[src/rtl/core/taf_pkg.sv]
// Shared types, constants and helpers for the three-axis admittance filter.
// No dependencies; imported by every module of the block.
`timescale 1ns / 1ps
`default_nettype none

package taf_pkg;

    localparam int unsigned DataW  = 32;
    localparam int unsigned TsW    = 17;
    localparam int unsigned ProdW  = 64;
    localparam int unsigned FlW    = ProdW - 16;
    localparam int unsigned AccW   = FlW + 1;
    localparam int unsigned WideW  = AccW + 2;
    localparam int unsigned NumAxes = 3;

    localparam logic [DataW-1:0] InvMassReset  = 32'd2184533;
    localparam logic [DataW-1:0] DampingReset  = 32'd6554;
    localparam logic [DataW-1:0] SpringReset   = 32'd0;
    localparam logic [TsW-1:0]   TimeStepReset = 17'd655;

    typedef enum logic [1:0] {
        REG_INV_MASS  = 2'd0,
        REG_DAMPING   = 2'd1,
        REG_SPRING    = 2'd2,
        REG_TIME_STEP = 2'd3
    } t_reg_idx;

    typedef enum logic [3:0] {
        ST_IDLE,
        ST_DAMP,
        ST_SPR,
        ST_NUM,
        ST_AMUL,
        ST_ASAT,
        ST_VMUL,
        ST_VEL,
        ST_OMUL,
        ST_OFF,
        ST_TGT,
        ST_OUT
    } t_step;

    typedef struct packed {
        logic [DataW-1:0] inv_mass;
        logic [DataW-1:0] damping;
        logic [DataW-1:0] spring;
        logic [TsW-1:0]   time_step;
    } t_cfg;

    typedef struct packed {
        logic  load;
        t_step step;
    } t_lane_ctl;

    function automatic logic signed [DataW-1:0] f_sat32(input logic signed [WideW-1:0] x);
        logic signed [WideW-1:0] hi;
        logic signed [WideW-1:0] lo;
        hi = WideW'(signed'(33'sh0_7FFF_FFFF));
        lo = -hi - WideW'(1);
        if (x > hi) begin
            f_sat32 = {1'b0, {(DataW-1){1'b1}}};
        end else if (x < lo) begin
            f_sat32 = {1'b1, {(DataW-1){1'b0}}};
        end else begin
            f_sat32 = x[DataW-1:0];
        end
    endfunction

endpackage

`default_nettype wire

[src/rtl/core/taf_merge.sv]
// Merging output stage: registers the three lane targets as one result transfer.
// Uses taf_pkg; valid/stall handshake toward the consumer.
`timescale 1ns / 1ps
`default_nettype none

module taf_merge
    import taf_pkg::*;
(
    input  wire logic              i_clk,
    input  wire logic              i_rst_n,
    input  wire logic              i_load,
    input  wire logic [DataW-1:0]  i_target_x,
    input  wire logic [DataW-1:0]  i_target_y,
    input  wire logic [DataW-1:0]  i_target_z,
    input  wire logic              i_out_stall,
    output logic                   o_free,
    output logic                   o_out_valid,
    output logic [DataW-1:0]       o_target_x,
    output logic [DataW-1:0]       o_target_y,
    output logic [DataW-1:0]       o_target_z
);

    logic             r_valid;
    logic [DataW-1:0] r_tx;
    logic [DataW-1:0] r_ty;
    logic [DataW-1:0] r_tz;

    assign o_free = !r_valid || !i_out_stall;

    always_ff @(posedge i_clk) begin
        if (!i_rst_n) begin
            r_valid <= 1'b0;
        end else if (i_load) begin
            r_valid <= 1'b1;
        end else if (!i_out_stall) begin
            r_valid <= 1'b0;
        end
    end

    always_ff @(posedge i_clk) begin
        if (i_load) begin
            r_tx <= i_target_x;
            r_ty <= i_target_y;
            r_tz <= i_target_z;
        end
    end

    assign o_out_valid = r_valid;
    assign o_target_x  = r_tx;
    assign o_target_y  = r_ty;
    assign o_target_z  = r_tz;

endmodule

`default_nettype wire

[config.mk]
export PLATFORM = sky130hd
export DESIGN_NAME = taf_merge
export DESIGN_NICKNAME = d
export VERILOG_FILES = /design/src/rtl/core/taf_pkg.sv /design/src/rtl/core/taf_merge.sv
export SDC_FILE = /design/constraint.sdc
export NUM_CORES = 1
export LEC_CHECK = 0
export ABC_CLOCK_PERIOD_IN_PS = 800
export BUFFER_PORTS_ARGS = -buffer_cell sky130_fd_sc_hd__buf_2
export CAP_MARGIN = 10
export CORE_MARGIN = 5
export CORE_UTILIZATION = 30
export CTS_CLUSTER_SIZE = 28
export DETAILED_ROUTE_END_ITERATION = 16
export GPL_ROUTABILITY_DRIVEN = 0
export HOLD_SLACK_MARGIN = 0.06
export PLACE_DENSITY = 0.65
export SYNTH_ARGS = -nofsm -noshare
export SYNTH_HDL_FRONTEND = slang
export SYNTH_SLANG_ARGS = --single-unit
export TNS_END_PERCENT = 1
[constraint.sdc]
create_clock -name i_clk -period 0.8 [get_ports i_clk]
set_input_delay 0.12 -clock i_clk [delete_from_list [all_inputs] [get_ports i_clk]]
set_output_delay 0.12 -clock i_clk [all_outputs]
set_load 0.02 [all_outputs]
# ---- Yosys cells after proc, flatten, opt, wreduce, memory -nomap -nowiden
# Cells that the tools add are included.
dict set report totals {
  regBits 97
  output_inout_bits 98
  input_bits 100
  elab_cells 10
}
dict set report classes {
  n_reduce_logical 3
  muxes 2
  n_eq_ne 1
}
# operator count
set ops {}
lappend ops {{1-bit logical NOT} 2}
lappend ops {{1-bit 2-to-1 mux} 2}
lappend ops {{2-bit inequality test, second input constant} 1}
lappend ops {{1-bit logical OR} 1}

# ---- Depth between registers and ports, before layout
dict set report depth {
  depth_word 2
  mapped_depth 2
  depth_no_buf 2
}

# ---- Worst setup path before layout
# No wires, ideal clock.
dict set report synth_timing {
  kind {register to output}
  start {reg r_valid (netlist: o_out_valid)}
  end {out o_free}
  t_arrival_ns 0.624
  path_buffers 0
  stages_incl_launch_ff 2
  setup_slack_ns 0.056
  t_required_ns 0.680
  cell_sequence {dfxtp_1 nand2_1}
}
dict set report synth_via {
  elab_chain_len 2
}
# item line_no
set synth_rtl {}
lappend synth_rtl {{start, declared} taf_merge.sv:23} ;# logic r_valid;
lappend synth_rtl {{start signal, assigned} taf_merge.sv:32} ;# r_valid <= 1'b0;
lappend synth_rtl {{start signal, assigned} taf_merge.sv:34} ;# r_valid <= 1'b1;
lappend synth_rtl {{start signal, assigned} taf_merge.sv:36} ;# r_valid <= 1'b0;
lappend synth_rtl {{1-bit logical NOT} taf_merge.sv:28} ;# assign o_free = !r_valid || !i_out_stall;
lappend synth_rtl {{1-bit logical OR} taf_merge.sv:28}
lappend synth_rtl {{end, declared} taf_merge.sv:16} ;# output logic o_free,
# No other way between the ends.

# ---- Worst setup path after layout
dict set report layout_timing {
  start {reg r_ty[29] (netlist: o_target_y[29])}
  end {out o_target_y[29]}
}
# item line_no
set layout_rtl {}
lappend layout_rtl {{start, declared} taf_merge.sv:25} ;# logic [DataW-1:0] r_ty;
lappend layout_rtl {{start signal, assigned} taf_merge.sv:43} ;# r_ty <= i_target_y;
lappend layout_rtl {{end, declared} taf_merge.sv:19} ;# output logic [DataW-1:0] o_target_y,
# No word-level cell between the ends.

==> out/metrics.yaml <==
run_status:
  status: "finished with violations"
  violations: "negative setup slack"
die:
  die_w_um: 109
  fp.coreArea_um2: 9640
  ios: 198
  fp.dieArea_um2: 11800
  die_height_um: 109
  initial_utilization_pct: 30.3
  row_count: 36
place:
  hpwl_um: 5570
  dpl_worst_slack_ns: -0.0434
  port_buffers: 197
routing:
  first_pass_iters: 4
  drc: 0
  routed_wl_um: 8300
  vias: 2138
  via_per_inst: 3.90
  wl_per_cell_um: 15.1
  drtAntennaViolNets: 0
  first_iter_violations: 56
sta:
  tns_ns: -19.78
  fin_worst_skew_ns: 0
  worst_hold_slack_ns: 0.164
  timing.final.max_slew_violations: 0
  final-hold-violation-count: 0
  fin_ws_ns: -0.231
  rsz0062_at_grt: "true"
  fin_crit_sh_pct: 129
  finalSetupViolations: 98
  worst_pin_slew_ns: 0.254
  max_freq_ghz: 0.970
  fin_crit_ns: 1.03
  slew_headroom_pct: 83.1
cts:
  clockRootBuffer: "clkbuf_8"
  clk_pin_slew_ns: 0.09
  clock_latency_ns: 0.35
  cts_sinks: 97
  cts_tree: "done"
  clock_path_buffers: 2
  postCtsSetupBuffers: 0
  htree_levels: 3
  cts_buffers: 9
grt:
  grt_use_total_pct: 13.7
  grt_max_degree: 48
  antenna_found_initial: 2
  grt_pass1_wl_um: 12100
  first_global_vias: 2356
  grt-ovfl-total: 0
setup_path:
  crit_buf_inv: 1
  cp-end-kind: "primary output"
  cp.required_ns: 0.68
  cp_cell_sequence: "buf_2"
  crit_arrival_ns: 0.91
  max_stage_delay_ns: 0.39
  crit_slowest_cell: "edfxtp_1"
  crit_family: "flip-flops"
  crit_path_start_kind: "register"
  worst-path-max-fanout: 1
  critPathKind: "reg2out"
finish:
  nFillCells: 782
  seqCellArea_um2: 2900
  layout-drive-gt1-share_pct: 51.9
  multi_input_area_um2: 15.0
  nets: 509
  area_growth_pct: 83.1
  final_util_pct: 55.4
synth:
  synth_common_cells: "96 x edfxtp_1, 1 x a21oi_1, 1 x dfxtp_1, 1 x nand2_1, 1 x nor2b_1"
  ys_types: 5
  yosysWarnings: 0
  synth_cells: 100
  synth.area.top_cells: "edfxtp_1 99%, dfxtp_1 0.69%, nor2b_1 0.21%"
  synth.most_common_cell: "edfxtp_1"
  yosysSeqAreaShare_pct: 99.5
  synth-xor-area-share_pct: 0
  netlist.area_leader.share_pct: 98.8
  syn_avg_cell_area_um2: 29.2
  synth_top_family_by_area: "simple AND/OR/NAND/NOR gates"
  synth-async-reset-ratio_pct: 0
  yosys.area_share.adder_pct: 0
  netlist_area_um2: 2920
  synth_compound_area_share_pct: 0.172
  synthSimpleGateAreaFrac_pct: 0.343
  postSynthNetCount: 200
  synth_enable_flop_cells: 96
  synth_top_cell_by_area: "edfxtp_1"
  ys.flop_type: "edfxtp_1"
  synthMuxAreaShare_pct: 0
  ys_ff_latch: 97
power:
  p_per_area_nw_per_um2: 2090
  power_w: 0.0112
  power_leakage_nw: 2.27
  peakVddDrop_mv: 1.02
job:
  drv_cap: 0
worst_hold_path:
  hold_path.class: "in2reg"
## state kept, by name (all words and copies together), names as in the netlist
signal	flops
o_target_x	32
o_target_z	32
o_target_y	32
o_out_valid	1
## cells in the final DEF (no fill, tap or decap)
cell type        n
a21oi_1          1
bufinv_16        2
buf_6            4
clkbuf_1         2
clkinv_2         1
dfxtp_2          1
buf_12           2
buf_2          191
edfxtp_1        96
dlygate4sd3_1   98
nor2b_1          1
diode_2          1
buf_4            3
nand2_1          1
clkinvlp_4       2
clkbuf_8         9
## kinds of logic after synthesis
| group | after synthesis |
|---|---|
| AO/OA/AOI/OAI | 1 |
| flip-flops | 97 |
| AND/OR/NAND/NOR | 2 |
## worst reg2reg max path, delay by kind of cell, from the launching register on
family           cells  cell delay, ns
flip-flops           1            0.34
AO/OA/AOI/OAI        1            0.12
AND/OR/NAND/NOR      1            0.06
## final cells by class
type,count,area share [%]
repair buffers,298,38.3
flip-flops and latches,97,54.3
clock buffers,11,2.46
multi-input cells,3,0.281
diodes,1,0.0468
clock inverters,5,1.50
well taps,133,3.11
## routing by layer
| metal | vias to the layer above | wire (um) | GRT usage (%) |
|---|---|---|---|
| li1 | 1020 | - | - |
| met1 | 990 | 3050 | 15.3 |
| met5 | - | 7 | 0 |
| met4 | 2 | 116 | 3.79 |
| met2 | 114 | 4270 | 23.9 |
| met3 | 12 | 863 | 6.10 |
## what timing repair did
item / CTS / global route
hold buffers: 98 / 0
endpoints found under the hold margin: 97 / 0
resized for setup: 5 / 5
pin swaps: 0 / 0
endpoints found under the setup margin: 98 / 98
## path summary, 6_finish.rpt
| path | startpoint | endpoint | slack (ns) | cells past startpoint |
|---|---|---|---|---|
| worst max-delay path | o_target_y[29] | o_target_y[29] | -0.23 | 1 |
| worst min-delay path | i_load | o_target_z[29] | 0.16 | 2 |
| worst max register to register | o_out_valid | o_out_valid | 0.19 | 2 |
| worst min register to register | o_out_valid | o_out_valid | 0.54 | 2 |
## power breakdown
group / switching [W] / internal, W / total, W
Clock: 0.00161 / 0.00176 / 0.00337
Combinational: 0.000907 / 0.000781 / 0.00169
Sequential: 0.0000995 / 0.00602 / 0.00612
Total: 0.00262 / 0.00856 / 0.0112
## metrics by stage
step,instances,instance area (um^2)
after global routing,548,5340
after detailed placement,433,4120
after global placement,433,4120
after floorplan,100,2920
final,548,5340
after CTS,547,5330
Power figures use the tool's default switching activity.
