--- config.mk ---
export PLATFORM = sky130hd
export DESIGN_NAME = taf_lane
export DESIGN_NICKNAME = d
export VERILOG_FILES = /design/src/rtl/core/taf_pkg.sv /design/src/rtl/core/taf_lane.sv
export SDC_FILE = /design/constraint.sdc
export NUM_CORES = 2
export LEC_CHECK = 0
export ABC_AREA = 1
export BUFFER_PORTS_ARGS = -buffer_cell sky130_fd_sc_hd__buf_4
export CORE_ASPECT_RATIO = 2
export CORE_UTILIZATION = 59
export CTS_CLUSTER_DIAMETER = 120
export CTS_CLUSTER_SIZE = 30
export DETAILED_ROUTE_END_ITERATION = 8
export GPL_ROUTABILITY_DRIVEN = 0
export GPL_TIMING_DRIVEN = 0
export PLACE_DENSITY = 0.76
export SLEW_MARGIN = 10
export SYNTH_ARGS = -nofsm -noshare
export SYNTH_HDL_FRONTEND = slang
export SYNTH_SLANG_ARGS = --single-unit
--- constraint.sdc ---
create_clock -name i_clk -period 25.3 [get_ports i_clk]
set_clock_uncertainty 0.2 [all_clocks]
set_input_delay 1.265 -clock i_clk [delete_from_list [all_inputs] [get_ports i_clk]]
set_output_delay 1.265 -clock i_clk [all_outputs]
set_load 0.02 [all_outputs]
--- src/rtl/core/taf_pkg.sv ---
// Shared types, constants and helpers for the three-axis admittance filter.
// No dependencies; imported by every module of the block.
`timescale 1ns / 1ps
`default_nettype none

package taf_pkg;

    localparam int unsigned DataW  = 32;
    localparam int unsigned TsW    = 17;
    localparam int unsigned ProdW  = 64;
    localparam int unsigned FlW    = ProdW - 16;
    localparam int unsigned AccW   = FlW + 1;
    localparam int unsigned WideW  = AccW + 2;
    localparam int unsigned NumAxes = 3;

    localparam logic [DataW-1:0] InvMassReset  = 32'd2184533;
    localparam logic [DataW-1:0] DampingReset  = 32'd6554;
    localparam logic [DataW-1:0] SpringReset   = 32'd0;
    localparam logic [TsW-1:0]   TimeStepReset = 17'd655;

    typedef enum logic [1:0] {
        REG_INV_MASS  = 2'd0,
        REG_DAMPING   = 2'd1,
        REG_SPRING    = 2'd2,
        REG_TIME_STEP = 2'd3
    } t_reg_idx;

    typedef enum logic [3:0] {
        ST_IDLE,
        ST_DAMP,
        ST_SPR,
        ST_NUM,
        ST_AMUL,
        ST_ASAT,
        ST_VMUL,
        ST_VEL,
        ST_OMUL,
        ST_OFF,
        ST_TGT,
        ST_OUT
    } t_step;

    typedef struct packed {
        logic [DataW-1:0] inv_mass;
        logic [DataW-1:0] damping;
        logic [DataW-1:0] spring;
        logic [TsW-1:0]   time_step;
    } t_cfg;

    typedef struct packed {
        logic  load;
        t_step step;
    } t_lane_ctl;

    function automatic logic signed [DataW-1:0] f_sat32(input logic signed [WideW-1:0] x);
        logic signed [WideW-1:0] hi;
        logic signed [WideW-1:0] lo;
        hi = WideW'(signed'(33'sh0_7FFF_FFFF));
        lo = -hi - WideW'(1);
        if (x > hi) begin
            f_sat32 = {1'b0, {(DataW-1){1'b1}}};
        end else if (x < lo) begin
            f_sat32 = {1'b1, {(DataW-1){1'b0}}};
        end else begin
            f_sat32 = x[DataW-1:0];
        end
    endfunction

endpackage

`default_nettype wire

--- src/rtl/core/taf_lane.sv ---
// One axis lane: multiply sequence for damping, spring, mass and integration.
// Uses taf_pkg; stepped by the top-level sequencer, one shared multiplier per lane.
`timescale 1ns / 1ps
`default_nettype none

module taf_lane
    import taf_pkg::*;
(
    input  wire logic              i_clk,
    input  wire logic              i_rst_n,
    input  wire t_lane_ctl         i_ctl,
    input  wire t_cfg              i_cfg,
    input  wire logic [DataW-1:0]  i_force,
    input  wire logic [DataW-1:0]  i_pose,
    output logic [DataW-1:0]       o_target
);

    logic signed [DataW-1:0] r_force;
    logic signed [DataW-1:0] r_pose;
    logic signed [DataW-1:0] r_vel;
    logic signed [DataW-1:0] r_off;
    logic signed [DataW-1:0] r_n;
    logic signed [DataW-1:0] r_a;
    logic signed [DataW-1:0] r_target;
    logic signed [AccW-1:0]  r_acc;
    logic signed [ProdW-1:0] r_prod;

    logic signed [DataW:0]     w_ma;
    logic signed [DataW-1:0]   w_mb;
    logic signed [DataW*2:0]   w_mul;
    logic signed [FlW-1:0]     w_fl;

    always_comb begin
        case (i_ctl.step)
            ST_DAMP: begin
                w_ma = {1'b0, i_cfg.damping};
                w_mb = r_vel;
            end
            ST_SPR: begin
                w_ma = {1'b0, i_cfg.spring};
                w_mb = r_off;
            end
            ST_AMUL: begin
                w_ma = {1'b0, i_cfg.inv_mass};
                w_mb = r_n;
            end
            ST_VMUL: begin
                w_ma = {{(DataW+1-TsW){1'b0}}, i_cfg.time_step};
                w_mb = r_a;
            end
            ST_OMUL: begin
                w_ma = {{(DataW+1-TsW){1'b0}}, i_cfg.time_step};
                w_mb = r_vel;
            end
            default: begin
                w_ma = '0;
                w_mb = '0;
            end
        endcase
    end

    assign w_mul = w_ma * w_mb;
    // floor of product / 2^16
    assign w_fl  = r_prod[ProdW-1:16];

    always_ff @(posedge i_clk) begin
        if (!i_rst_n) begin
            r_vel <= '0;
            r_off <= '0;
        end else begin
            case (i_ctl.step)
                ST_VEL: r_vel <= f_sat32(WideW'(r_vel) + WideW'(w_fl));
                ST_OFF: r_off <= f_sat32(WideW'(r_off) + WideW'(w_fl));
                default: ;
            endcase
        end
    end

    always_ff @(posedge i_clk) begin
        if (i_ctl.load) begin
            r_force <= i_force;
            r_pose  <= i_pose;
        end
        case (i_ctl.step)
            ST_DAMP, ST_SPR, ST_AMUL, ST_VMUL, ST_OMUL: r_prod <= w_mul[ProdW-1:0];
            default: ;
        endcase
        case (i_ctl.step)
            ST_SPR:  r_acc    <= AccW'(r_force) - AccW'(w_fl);
            ST_NUM:  r_n      <= f_sat32(WideW'(r_acc) - WideW'(w_fl));
            ST_ASAT: r_a      <= f_sat32(WideW'(w_fl));
            ST_TGT:  r_target <= f_sat32(WideW'(r_pose) + WideW'(r_off));
            default: ;
        endcase
    end

    assign o_target = r_target;

endmodule

`default_nettype wire

==> results.sh, run 1 <==
export IMPL_synth_xor_area_share_pct=2.99
export IMPL_rows=168
export IMPL_netlist_area_um2=62700
export IMPL_status="aborted with a tool error"
export IMPL_netlist_area_leader_share_pct=28.8
export IMPL_yosys_area_share_simple_pct=22.7
export IMPL_synth_compound_area_share_pct=8.58
export IMPL_grt_pass1_vias=67000
export IMPL_pre_cts_ws_ns=12.79
export IMPL_die_w_um=232
export IMPL_async_reset_ff_share_pct=0
export IMPL_synth_seq_cells=321
export IMPL_error="[ERROR GRT-0116] Global routing finished with congestion. Check the congestion regions in the DRC Viewer."
export IMPL_start_util_pct=59.6
export IMPL_root_buffer="clkbuf_16"
export IMPL_ys_seq_area_share_pct=14.4
export IMPL_place_hpwl_um=217000
export IMPL_cts_buffers=14
export IMPL_postCtsSetupRepairBufs=0
export IMPL_synth_flop_cell="edfxtp_1"
export IMPL_overflow=199
export IMPL_ioPinCount=216
export IMPL_hold_buffers=0
export IMPL_synthesis_instances=8506
export IMPL_htreeDepth=1
export IMPL_grt_max_degree=65
export IMPL_yosys_area_share_adder_pct=39.0
export IMPL_cts_resized=0
export IMPL_io_buffers=214
export IMPL_syn_area_per_cell_um2=7.37
export IMPL_grt_pass1_wl_um=443000
export IMPL_synthesis_nets=10100
export IMPL_synth_area_leaders="fa_1 (29%), edfxtp_1 (12%), nand2_1 (12%)"
export IMPL_track_usage_pct=57.0
export IMPL_synth_edf_count=257
export IMPL_dieHeight_um=463
export IMPL_yosysTopAreaCell="fa_1"
export IMPL_synth_area_mux_share_pct=0
export IMPL_lastStage="global routing"
export IMPL_clk_path_buf_depth=3
export IMPL_yosys_warnings=0
export IMPL_clkSinkCount=321
export IMPL_ys_types=63
export IMPL_synth_top_family_by_area="adder cells"
export IMPL_dp_cells=10100
[routing by layer]
| layer | GRT overflow | global-route usage (%) |
|---|---|---|
| met5 | 1 | 14.1 |
| met4 | 86 | 60.6 |
| met3 | 2 | 33.8 |
| met2 | 109 | 80.0 |
| met1 | 1 | 54.0 |
[cells in the mapped netlist, types with 13 or more instances]
cell type  number
buf_6          17
nand2_1      2020
buf_2          13
nor4_1         13
xor2_1        140
inv_1        1773
a21oi_1       485
clkinv_1       18
o21ai_0       250
a31oi_1        45
nand4_1       112
a22o_1         29
fa_1          901
buf_1          15
dfxtp_1        64
o21a_1         23
nor3_1         43
nand2_2        15
xnor2_1        70
o21bai_1       34
clkbuf_1      168
edfxtp_1      257
ha_1          511
nand3_1       197
nor2_1       1155
a21boi_0       15
[through the flow]
stage	hold slack, ns	cell area (µm²)	util, %
after floorplan	0.331	62700	-
after global placement	0.348	66000	62.8
after detailed placement	0.354	66100	62.9
after CTS	0.381	66500	63.3
[logic make-up after synthesis]
group	Yosys count
and+or+nand+nor	3589
buffers and inverters	2020
adders and majority gates	1412
AOI/OAI and AO/OA	952
DFF	321
xor gates and xnor gates	212
==> run 2: changes to the inputs <==
- CORE_ASPECT_RATIO: 2 -> default
- CORE_UTILIZATION: 59 -> 40
- CTS_CLUSTER_DIAMETER: 120 -> default
- CTS_CLUSTER_SIZE: 30 -> default
- PLACE_DENSITY: 0.76 -> default
- PLACE_DENSITY_LB_ADDON: default -> 0.15
==> run 2 against run 1 <==
The run now ends clean. Synthesized cell count did not move. Synthesized area did not move.
==> results.sh, run 2 <==
export IMPL_clock_latency_ns=0.57
export IMPL_ys_seq_area_share_pct=14.4
export IMPL_ioPinCount=216
export IMPL_crit_family="adder cells"
export IMPL_r2r_end="r_prod[55]"
export IMPL_clk_pin_slew_ns=0.07
export IMPL_critPathKind="in -> reg"
export IMPL_clk_path_buf_depth=3
export IMPL_ys_types=63
export IMPL_layout_nets=10400
export IMPL_first_pass_iters=6
export IMPL_holdPathEnd="r_vel[6]"
export IMPL_overflow=0
export IMPL_netlist_area_leader_share_pct=28.8
export IMPL_status="complete, no violations"
export IMPL_cp_arrival_ns=13.03
export IMPL_cts_resized=0
export IMPL_regToRegSetupSlack_ns=14.71
export IMPL_cts_buffers=35
export IMPL_htreeDepth=2
export IMPL_wl_per_cell_um=23.5
export IMPL_drcViolationCount=0
export IMPL_grt_antenna_before_repair=13
export IMPL_regArea_um2=9000
export IMPL_cts_tree="built"
export IMPL_vias_per_cell=5.43
export IMPL_hp_class="reg -> reg"
export IMPL_p_clk_share_pct=22.8
export IMPL_ir_drop_uv=54.9
export IMPL_crit_path_end_kind="flop"
export IMPL_hold_buffers=0
export IMPL_final_cell_mix="nand2_1 (2019), inv_1 (1773), nor2_1 (1153)"
export IMPL_cellLeakagePower_nw=34.3
export IMPL_grt_max_degree=65
export IMPL_areaGrowthSynthToFinish_pct=8.84
export IMPL_hold_viol=0
export IMPL_power_frac_seq_pct=30.6
export IMPL_cpPeakStageDelay_ns=1.03
export IMPL_p_switching_mw=1.00
export IMPL_yosys_cell_count_top_type="nand2_1"
export IMPL_synthesis_nets=10100
export IMPL_die_area_um2=158000
export IMPL_coreArea_um2=155000
export IMPL_power_mw=2.23
export IMPL_r2r_start="r_a[17]"
export IMPL_combPwrFrac_pct=46.6
export IMPL_final_core_util_pct=44.1
export IMPL_synth_seq_cells=321
export IMPL_track_usage_pct=31.9
export IMPL_start_util_pct=40.5
export IMPL_setup_violations=0
export IMPL_largest_reg_flops=49
export IMPL_synthesis_instances=8506
export IMPL_routed_wl_um=255000
export IMPL_worstHoldPathCells=2
export IMPL_syn_area_per_cell_um2=7.37
export IMPL_n_fill_cell=15900
export IMPL_tightest_slew_ns=1.39
export IMPL_slew_viol_final=0
export IMPL_reg_top3="r_acc: 49 flops, r_prod: 48 flops"
export IMPL_slowest_stage="nand2_1"
export IMPL_start_kind="input port"
export IMPL_clkSinkCount=321
export IMPL_p_per_area_nw_per_um2=32.7
export IMPL_multi_input_area_um2=46000
export IMPL_dieHeight_um=398
export IMPL_dr_total_vias=58900
export IMPL_relSlewSlack_pct=7.09
export IMPL_synth_edf_count=257
export IMPL_rsz0062_at_grt="false"
export IMPL_drtIter0Drc=6214
export IMPL_drive_gt1_share_pct=4.49
export IMPL_synth_flop_cell="edfxtp_1"
export IMPL_max_freq_mhz=77.7
export IMPL_postCtsSetupRepairBufs=0
export IMPL_largest_register="r_acc"
export IMPL_cp_num_buf_inv=13
export IMPL_die_w_um=398
export IMPL_async_reset_ff_share_pct=0
export IMPL_setup_tns_ns=0
export IMPL_ant_nets=0
export IMPL_netlist_area_um2=62700
export IMPL_crit_fanout=10
export IMPL_synth_area_leaders="fa_1 (29%), edfxtp_1 (12%), nand2_1 (12%)"
export IMPL_rows=144
export IMPL_grt_pass1_vias=57300
export IMPL_cpMostUsedCell="fa_1"
export IMPL_drv_cap=0
export IMPL_layout_commonest_cell="nand2_1"
export IMPL_pre_cts_ws_ns=12.44
export IMPL_yosys_warnings=0
export IMPL_p_int_mw=1.23
export IMPL_yosysTopAreaCell="fa_1"
export IMPL_min_period_over_period_pct=50.9
export IMPL_place_hpwl_um=216000
export IMPL_required_ns=25.47
export IMPL_setup_ws_ns=12.43
export IMPL_grt_pass1_wl_um=369000
export IMPL_p_sw_share_pct=45.0
export IMPL_worstHoldStart="r_vel[6]"
export IMPL_ff2ff_path_depth=30
export IMPL_min_period_ns=12.87
export IMPL_root_buffer="clkbuf_16"
export IMPL_yosys_top_cells_count="nand2_1 (2020), inv_1 (1773), nor2_1 (1155), fa_1 (901), ha_1 (511)"
export IMPL_io_buffers=214
-- run 2: worst min-delay path, delay by kind of cell (launching register included) --
kind	cells	cell delay, ns
compound gates	2	0.21
flops	1	0.34
-- run 2: logic make-up (layout without fill, tap and decap cells) --
logic type,after synthesis,in the layout,share of synthesized area (%)
AND/OR/NAND/NOR,3589,3589,22.7
AO/OA/AOI/OAI,952,952,8.58
buffers and inverters,2020,2309,12.4
XOR/XNOR,212,212,2.99
other,0,6,0
adder cells (fa/ha/maj),1412,1412,39.0
flip-flops,321,321,14.4
-- run 2: layout make-up --
cell class	count	share of cell area, %
Tap cell	2044	3.75
Sequential cell	321	13.2
Timing Repair Buffer	226	2.64
Inverter	1802	9.92
Antenna cell	6	0.0220
Multi-Input combinational cell	6165	67.4
Clock inverter	26	0.288
Clock buffer	37	1.33
Buffer	218	1.44
-- run 2: how the worst max path moves through the flow --
| stage | from | endpoint | slack [ns] | depth (start not counted) |
|---|---|---|---|---|
| final | i_ctl[0] | r_prod[55] | 12.43 | 36 |
| after global placement | i_ctl[3] | r_prod[53] | 12.17 | 31 |
| after detailed placement | i_ctl[0] | r_prod[55] | 12.44 | 36 |
| after floorplan | i_ctl[3] | r_prod[53] | 15.96 | 34 |
| after global routing | i_ctl[3] | r_prod[55] | 12.32 | 36 |
| after CTS | i_ctl[0] | r_prod[55] | 13.01 | 36 |
-- run 2: layer usage --
layer | vias to the layer above | track usage (%) | wire [µm]
li1 | 26600 | - | -
met1 | 28500 | 43.0 | 104000
met5 | - | 0.999 | 347
met3 | 605 | 9.92 | 30900
met4 | 20 | 15.4 | 15000
met2 | 3134 | 46.2 | 105000
-- run 2: stage by stage --
step                      area [µm²]  std cells  hold WS, ns
after floorplan                62700       8506        0.331
after global placement         66800      10800        0.357
after detailed placement       67100      10800        0.363
after CTS                      68200      10800        0.373
after global routing           68200      10800        0.409
final                          68200      10800        0.386
-- run 2: power by group through the flow --
stage | registers, mW | logic, mW | clock network [mW]
2_1_floorplan | 0.651 | 0.653 | 0
3_3_place_gp | 0.690 | 1.00 | 0
3_5_place_dp | 0.689 | 1.01 | 0
4_1_cts | 0.678 | 1.02 | 0.514
5_1_grt | 0.680 | 1.13 | 0.537
6_report | 0.682 | 1.04 | 0.509
No activity file was read; power rests on OpenSTA's default activity.
